<file path="src/hdl/fct_pkg.sv">
// Package for the Fortran chunk tokenizer: word types, chunk kind codes
// and character class functions. No dependencies.
`default_nettype none

package fct_pkg;

    localparam int CHAR_W = 8;
    localparam int KIND_W = 3;

    // Chunk kind codes; MODE_NONE marks that no chunk is open
    localparam logic [KIND_W-1:0] KIND_WORD   = 3'd0;
    localparam logic [KIND_W-1:0] KIND_SKIP   = 3'd1;
    localparam logic [KIND_W-1:0] KIND_NUMBER = 3'd2;
    localparam logic [KIND_W-1:0] KIND_STRING = 3'd3;
    localparam logic [KIND_W-1:0] KIND_OTHER  = 3'd4;
    localparam logic [KIND_W-1:0] MODE_NONE   = 3'd7;

    localparam logic [CHAR_W-1:0] CH_NL     = 8'h0A;
    localparam logic [CHAR_W-1:0] CH_SPACE  = 8'h20;
    localparam logic [CHAR_W-1:0] CH_HASH   = 8'h23;
    localparam logic [CHAR_W-1:0] CH_BANG   = 8'h21;
    localparam logic [CHAR_W-1:0] CH_USCORE = 8'h5F;
    localparam logic [CHAR_W-1:0] CH_STAR   = 8'h2A;
    localparam logic [CHAR_W-1:0] CH_DQUOTE = 8'h22;
    localparam logic [CHAR_W-1:0] CH_SQUOTE = 8'h27;
    localparam logic [CHAR_W-1:0] CH_LC_C   = 8'h63;
    localparam logic [CHAR_W-1:0] CH_UC_C   = 8'h43;

    typedef struct packed {
        logic [CHAR_W-1:0] char_in;
        logic              last_in_text;
    } in_word_t;

    typedef struct packed {
        logic [CHAR_W-1:0] char_out;
        logic [KIND_W-1:0] chunk_kind;
        logic              chunk_start;
    } out_word_t;

    function automatic logic is_space_ch(input logic [CHAR_W-1:0] c);
        return (c == CH_SPACE) || (c >= 8'h09 && c <= 8'h0D);
    endfunction

    function automatic logic is_digit_ch(input logic [CHAR_W-1:0] c);
        return c >= 8'h30 && c <= 8'h39;
    endfunction

    function automatic logic is_alpha_ch(input logic [CHAR_W-1:0] c);
        return (c >= 8'h41 && c <= 8'h5A) || (c >= 8'h61 && c <= 8'h7A);
    endfunction

    function automatic logic is_word_ch(input logic [CHAR_W-1:0] c);
        return is_alpha_ch(c) || is_digit_ch(c) || (c == CH_USCORE);
    endfunction

    // Digits, '.', hex letters, X/x and L/l
    function automatic logic is_number_ch(input logic [CHAR_W-1:0] c);
        return is_digit_ch(c) || (c == 8'h2E) || (c >= 8'h61 && c <= 8'h66)
            || (c >= 8'h41 && c <= 8'h46) || (c == 8'h58) || (c == 8'h78)
            || (c == 8'h4C) || (c == 8'h6C);
    endfunction

    function automatic logic opens_comment(input logic [CHAR_W-1:0] c,
                                           input logic col1,
                                           input logic fixed);
        return (c == CH_HASH) || (c == CH_BANG)
            || (((c == CH_LC_C) || (c == CH_UC_C) || (c == CH_STAR)) && col1 && fixed);
    endfunction

endpackage

`default_nettype wire

</file>
<file path="src/hdl/fortran_chunk_tokenizer.sv">
// Fortran chunk tokenizer top level: input register, classifier logic and
// result register. Depends on fct_pkg.
`default_nettype none
//
// Usage:
//   Input channel in_valid/in_ready/in_data carries one source character per
//   word with a flag on the last character of a text. Output channel
//   out_valid/out_ready/out_data returns each character with its chunk kind
//   and a chunk-start flag, one result word per input word, in order.
//   cfg_wr_en/cfg_wr_data set the fixed-form bit; write it only while idle.
// Path: a word passes the input register, then the result register.
//   Throughput: one word per cycle while out_ready is high; the chunk state
//   updates in the cycle that moves a word into the result register.
// Reset: both stages empty, chunk state cleared, column one set, fixed-form
//   mode off. The chunk state also clears after a word flagged last_in_text.
// Stall: when out_ready is low the result holds, the input register fills,
//   and in_ready drops until the result is taken.
//
module fortran_chunk_tokenizer
    import fct_pkg::*;
(
    input  wire logic      clk,
    input  wire logic      rst_n,
    input  wire logic      in_valid,
    output logic           in_ready,
    input  wire in_word_t  in_data,
    output logic           out_valid,
    input  wire logic      out_ready,
    output out_word_t      out_data,
    input  wire logic      cfg_wr_en,
    input  wire logic      cfg_wr_data
);

    logic        fixed_form_reg;
    logic        s1_valid_reg;
    in_word_t    s1_data_reg;
    logic        out_valid_reg;
    out_word_t   out_data_reg;

    logic [KIND_W-1:0] mode_reg, mode_next;
    logic        in_comment_reg, in_comment_next;
    logic        quote_dbl_reg, quote_dbl_next;
    logic        str_closed_reg, str_closed_next;
    logic        col_one_reg, col_one_next;

    logic        advance;
    out_word_t   result;

    assign advance   = s1_valid_reg && (!out_valid_reg || out_ready);
    assign in_ready  = !s1_valid_reg || advance;
    assign out_valid = out_valid_reg;
    assign out_data  = out_data_reg;

    always_comb
    begin
        logic [CHAR_W-1:0] c;
        logic [KIND_W-1:0] kind;
        logic              handled;
        logic              start;
        logic              col1;

        c               = s1_data_reg.char_in;
        col1            = col_one_reg;
        kind            = KIND_OTHER;
        handled         = 1'b0;
        start           = 1'b0;
        mode_next       = mode_reg;
        in_comment_next = in_comment_reg;
        quote_dbl_next  = quote_dbl_reg;
        str_closed_next = str_closed_reg;

        case (mode_reg)
            KIND_WORD:
            begin
                if (is_word_ch(c))
                begin
                    kind    = KIND_WORD;
                    handled = 1'b1;
                end
            end
            KIND_SKIP:
            begin
                if (in_comment_reg)
                begin
                    if (c == CH_NL)
                        in_comment_next = 1'b0;
                    handled = 1'b1;
                end
                else if (is_space_ch(c))
                    handled = 1'b1;
                else if (opens_comment(c, col1, fixed_form_reg))
                begin
                    in_comment_next = 1'b1;
                    handled         = 1'b1;
                end
                if (handled)
                    kind = KIND_SKIP;
            end
            KIND_NUMBER:
            begin
                if (is_number_ch(c))
                begin
                    kind    = KIND_NUMBER;
                    handled = 1'b1;
                end
            end
            KIND_STRING:
            begin
                kind    = KIND_STRING;
                handled = 1'b1;
                // close on the matching quote or a newline
                if (c == (quote_dbl_reg ? CH_DQUOTE : CH_SQUOTE) || c == CH_NL)
                begin
                    mode_next       = MODE_NONE;
                    str_closed_next = 1'b1;
                end
            end
            default: ;
        endcase

        if (!handled)
        begin
            start           = 1'b1;
            str_closed_next = 1'b0;
            in_comment_next = 1'b0;
            if (is_alpha_ch(c) || c == CH_USCORE)
                kind = KIND_WORD;
            else if (is_space_ch(c))
                kind = KIND_SKIP;
            else if (opens_comment(c, col1, fixed_form_reg))
            begin
                kind            = KIND_SKIP;
                in_comment_next = 1'b1;
            end
            else if (is_digit_ch(c))
                kind = KIND_NUMBER;
            else if (c == CH_DQUOTE || c == CH_SQUOTE)
            begin
                kind           = KIND_STRING;
                quote_dbl_next = (c == CH_DQUOTE);
            end
            else
                kind = KIND_OTHER;
            mode_next = (kind == KIND_OTHER) ? MODE_NONE : kind;
        end

        col_one_next = (c == CH_NL);

        // restart the state after the last character of a text
        if (s1_data_reg.last_in_text)
        begin
            mode_next       = MODE_NONE;
            in_comment_next = 1'b0;
            quote_dbl_next  = 1'b0;
            str_closed_next = 1'b0;
            col_one_next    = 1'b1;
        end

        result.char_out    = c;
        result.chunk_kind  = kind;
        result.chunk_start = start;
    end

    always_ff @(posedge clk or negedge rst_n)
    begin
        if (!rst_n)
        begin
            fixed_form_reg <= 1'b0;
            s1_valid_reg   <= 1'b0;
            out_valid_reg  <= 1'b0;
            mode_reg       <= MODE_NONE;
            in_comment_reg <= 1'b0;
            quote_dbl_reg  <= 1'b0;
            str_closed_reg <= 1'b0;
            col_one_reg    <= 1'b1;
        end
        else
        begin
            if (cfg_wr_en)
                fixed_form_reg <= cfg_wr_data;

            if (in_valid && in_ready)
                s1_valid_reg <= 1'b1;
            else if (advance)
                s1_valid_reg <= 1'b0;

            if (advance)
            begin
                out_valid_reg  <= 1'b1;
                mode_reg       <= mode_next;
                in_comment_reg <= in_comment_next;
                quote_dbl_reg  <= quote_dbl_next;
                str_closed_reg <= str_closed_next;
                col_one_reg    <= col_one_next;
            end
            else if (out_ready)
                out_valid_reg <= 1'b0;
        end
    end

    always_ff @(posedge clk)
    begin
        if (in_valid && in_ready)
            s1_data_reg <= in_data;
        if (advance)
            out_data_reg <= result;
    end

endmodule

`default_nettype wire
</file>
<file path="config.mk">
export PLATFORM = sky130hd
export DESIGN_NAME = fortran_chunk_tokenizer
export DESIGN_NICKNAME = d
export VERILOG_FILES = /design/src/hdl/fct_pkg.sv /design/src/hdl/fortran_chunk_tokenizer.sv
export SDC_FILE = /design/constraint.sdc
export NUM_CORES = 1
export LEC_CHECK = 0
export ABC_AREA = 1
export BUFFER_PORTS_ARGS = -buffer_cell sky130_fd_sc_hd__buf_2
export CORE_MARGIN = 3
export CORE_UTILIZATION = 45
export CTS_CLUSTER_DIAMETER = 30
export DETAILED_ROUTE_END_ITERATION = 10
export PLACE_DENSITY = 0.66
export SYNTH_ARGS = -nofsm -noshare
export SYNTH_HDL_FRONTEND = slang
export SYNTH_SLANG_ARGS = --single-unit
</file>
<file path="constraint.sdc">
create_clock -name clk -period 2.1 [get_ports clk]
set_input_delay 0.42 -clock clk [delete_from_list [all_inputs] [get_ports clk]]
set_output_delay 0.42 -clock clk [all_outputs]
set_load 0.03 [all_outputs]
</file>
==> impl_summary.md <==
Detailed routing
The routed layout has 1507 vias. The first routing iteration left 111 violations. The length of the first detailed-routing pass in iterations is 4.

The routed wire length is 3.58 mm. The count of nets left with antenna violations once routing finished came out at 0. The per-cell routed wire length is 11.9 um. Using the TritonRoute via totals, the vias-per-cell ratio works out to 5.01. After detailed routing, the number of remaining DRC violations is 0.

Setup path
The classification of the worst setup path is reg -> reg. The arrival time at the worst endpoint is 2050 ps. For the worst flop-to-flop path, the logic depth is 12. STA classifies the critical path startpoint as a flop. Data on the critical path is required at its endpoint by 2270 ps. The kind of end point of the critical path is a flop. The reg2reg setup slack is 220 ps.

Of all nets on the critical path, the largest fanout is 8.

Power
In this run switching power makes up 36.7% of total power. The proportion of power drawn by flip-flops and latches is 44.0%. Of the total power, the clock network draws 21.8%. The worst IR drop on VDD is 0.450 mV. The total power per unit cell area is 942 nW/um^2. For this design the static power due to leakage is 0.978 nW.

The cell-internal power is 1.23 mW. The total power after layout is 1.94 mW. The combinational cell fraction of total power is 34.2%. Summed over all nets, the switching power comes to 0.714 mW.

Timing
The clock period could shrink to 1880 ps. The hold slack is 316 ps. The final worst clock skew is 7.68 ps.

After routing, the total negative slack on setup checks comes to 0 ps. The max-slew violation total from the final report is 0. The worst max-slew margin expressed relative to the limit is 75.5%. Setup violations remaining at the end of the flow were counted as 0. The number of hold-slack violations in the final timing report was 0. Setup repair after global routing left no endpoint under its margin. For the pin with the worst max-slew slack, the measured transition is 364 ps. Static timing analysis puts the maximum clock frequency at 531 MHz. The final critical path takes up 89.7% of the cycle.

Finish
The net count of the finished layout is 269. The filler cells instantiated in the layout total 325. Cells fill 59.0% of the core in the end. Compared with the post-synthesis result, the final layout area differs by 20.8%. Leaving out fill and tap cells, the most frequent cells in the layout are sky130_fd_sc_hd__nand2_1 (64), sky130_fd_sc_hd__buf_2 (28), sky130_fd_sc_hd__nand3_1 (27). The library cell used most frequently in the layout, excluding fill and tap cells, is sky130_fd_sc_hd__nand2_1.

The register with the most flip-flops in the layout has 12 of them. The number of antenna diodes in the final layout is 0. The post-route netlist has 27.1% of its cells at a drive strength greater than 1.

CTS
The clock latency at the later pin of the worst-skew pair is 280 ps. Clock tree synthesis inserted a total of 5 buffers. The clock tree buffer depth is 2. The H-tree was split into 2 levels. The total of cells resized after clock tree synthesis is 0. The clock input transition at the sequential cells of the worst setup and hold paths is 60 ps.

The number of setup buffers added after CTS is 0. TritonCTS built the clock tree. The number of clock sinks is 30.

The cell at the root of the clock tree is sky130_fd_sc_hd__clkbuf_8.

Yosys
The post-synthesis cell type with the largest combined area is sky130_fd_sc_hd__edfxtp_1. Summed over its instances, the top area cell type makes up 36.9% of the synthesized netlist area. The area of the mapped netlist is 1710 um^2. The number of flip-flops and latches in the synthesized netlist is 30. The number of nets handed over by synthesis was 224. The per-instance average area after synthesis is 8.17 um^2.

The count of yosys warnings during synthesis is 0. Ranked by total cell area, the synthesized netlist is headed by sky130_fd_sc_hd__edfxtp_1 (37%), sky130_fd_sc_hd__nand2_1 (14%), sky130_fd_sc_hd__nand3_1 (7.9%). The share of the Yosys chip area taken by registers is 50.4%. Yosys mapped the design onto 28 distinct sky130hd cell types. The synthesized instance count is 209.

Die
The die covers 4570 um^2. After floorplanning, the core was divided into 21 placement rows. In this run the horizontal extent of the chip is 67.6 um. The initial core utilization is 48.9%. The y dimension of the die is 67.6 um. The total I/O pin count is 29. The floorplan step defined a core boundary enclosing 3490 um^2.

Flow run
The number of max-cap violations is 0.

Global route
The global-route total usage across every layer is 18.5%. The total overflow left after global routing is 0. The number of global-route vias before repair was 1391. The initial antenna violation count is 0. The first global-routing pass estimated 6.18 mm of wire. Entering global routing, the biggest net connects 17 pins.

Place
Summed over all nets, the half-perimeter wirelength after detailed placement is 2.79 mm. The last weighted congestion value of the routability-driven placer is 0.869. The total of buffers placed on input and output ports is 28.

Worst hold path
The class of the worst hold path is in -> reg. Counting instances, the worst hold path has a depth of 1.

Status
The flow ran to the end, and the final reports show no timing, DRC or antenna violations.
-- metrics by stage --
step / area [um^2] / instances / setup slack, ps
floorplan: 1710 / 209 / 391
global placement: 1970 / 292 / 240
detailed placement: 1970 / 292 / 233
CTS: 2060 / 301 / 232
global route: 2060 / 301 / 3.74
finish: 2060 / 301 / 215
-- cell usage after synthesis --
master                      n
sky130_fd_sc_hd__nor2_2     2
sky130_fd_sc_hd__a41oi_1    1
sky130_fd_sc_hd__inv_2      5
sky130_fd_sc_hd__clkinv_1   1
sky130_fd_sc_hd__nor2_4     3
sky130_fd_sc_hd__nor2_1    24
sky130_fd_sc_hd__nand4_2    1
sky130_fd_sc_hd__a21oi_1    6
sky130_fd_sc_hd__edfxtp_1  21
sky130_fd_sc_hd__dfstp_2    4
sky130_fd_sc_hd__nand4_1    2
sky130_fd_sc_hd__a21oi_2    1
sky130_fd_sc_hd__nand3_2    2
sky130_fd_sc_hd__mux2_2     1
sky130_fd_sc_hd__nor3_1     2
sky130_fd_sc_hd__dfrtp_1    5
sky130_fd_sc_hd__and3_1     1
sky130_fd_sc_hd__a21boi_0   1
sky130_fd_sc_hd__nand2_4    2
sky130_fd_sc_hd__nand2_1   64
sky130_fd_sc_hd__nand2_2    5
sky130_fd_sc_hd__o21ai_1    2
sky130_fd_sc_hd__nand3_1   27
sky130_fd_sc_hd__o21ai_0    3
sky130_fd_sc_hd__nand3_4    1
sky130_fd_sc_hd__o31ai_1    1
sky130_fd_sc_hd__inv_1     20
sky130_fd_sc_hd__a31oi_1    1
-- area by class of cell --
class	instances	area [um^2]	area share, %
multi-input combinational	153	749	36.3
sequential	30	861	41.7
timing repair buffer	38	218	10.6
clock buffer	5	68.8	3.34
inverter	26	97.6	4.73
tap	46	57.6	2.79
clock inverter	3	11.3	0.546
-- path summary, 6_finish.rpt --
path | from | endpoint
setup / recovery | result[5]$_DFFE_PP_ | quote_dbl_reg$_DFFE_PN0P_
hold / removal | in_data[0] | s1_data_reg[0]$_DFFE_PP_
setup reg to reg | result[5]$_DFFE_PP_ | quote_dbl_reg$_DFFE_PN0P_
hold reg to reg | mode_reg[1]$_DFFE_PN1P_ | mode_reg[1]$_DFFE_PN1P_
max in group asynchronous | rst_n | mode_reg[2]$_DFFE_PN1P_
min in group asynchronous | rst_n | in_comment_reg$_DFFE_PN0P_
-- kinds of logic after synthesis --
group                  Yosys count  share of synthesized area (%)
muxes                            1                          0.659
and+or+nand+nor                136                           37.7
AOI/OAI and AO/OA               16                           5.50
buffers and inverters           26                           5.71
DFF                             30                           50.4
-- worst max-delay path, cell delays in order (launching register included) --
cell	delay, ps
sky130_fd_sc_hd__edfxtp_1	470
sky130_fd_sc_hd__nor2_1	250
sky130_fd_sc_hd__nand2_1	120
sky130_fd_sc_hd__nand3_1	80
sky130_fd_sc_hd__nor2_1	40
sky130_fd_sc_hd__nor2_1	140
sky130_fd_sc_hd__nand4_1	120
sky130_fd_sc_hd__nand2_2	120
sky130_fd_sc_hd__nand3_4	130
sky130_fd_sc_hd__nand2_1	100
sky130_fd_sc_hd__nand3_1	90
sky130_fd_sc_hd__nand2_1	60
sky130_fd_sc_hd__o21ai_1	50
-- what timing repair did --
action / CTS / global route
setup endpoints to repair: 0 / 0
endpoints found under the hold margin: 5 / 0
hold buffers: 1 / 0
-- power groups by stage --
stage | combinational [mW] | sequential [mW] | clock, mW
final | 0.664 | 0.856 | 0.423
after CTS | 0.669 | 0.856 | 0.442
after global placement | 0.660 | 0.868 | 0
after detailed placement | 0.665 | 0.866 | 0
after floorplan | 0.410 | 0.955 | 0
after global routing | 0.755 | 0.871 | 0.467
-- routing by layer --
metal | up-vias | track usage (%) | share of wire [%]
met1 | 660 | 24.3 | 46
met5 | - | 0 | 0
met2 | 65 | 28.8 | 43
li1 | 777 | - | -
met4 | 0 | 7.59 | 1.3
met3 | 5 | 4.99 | 9.9
Note: power is estimated with default switching activity, not from simulation.
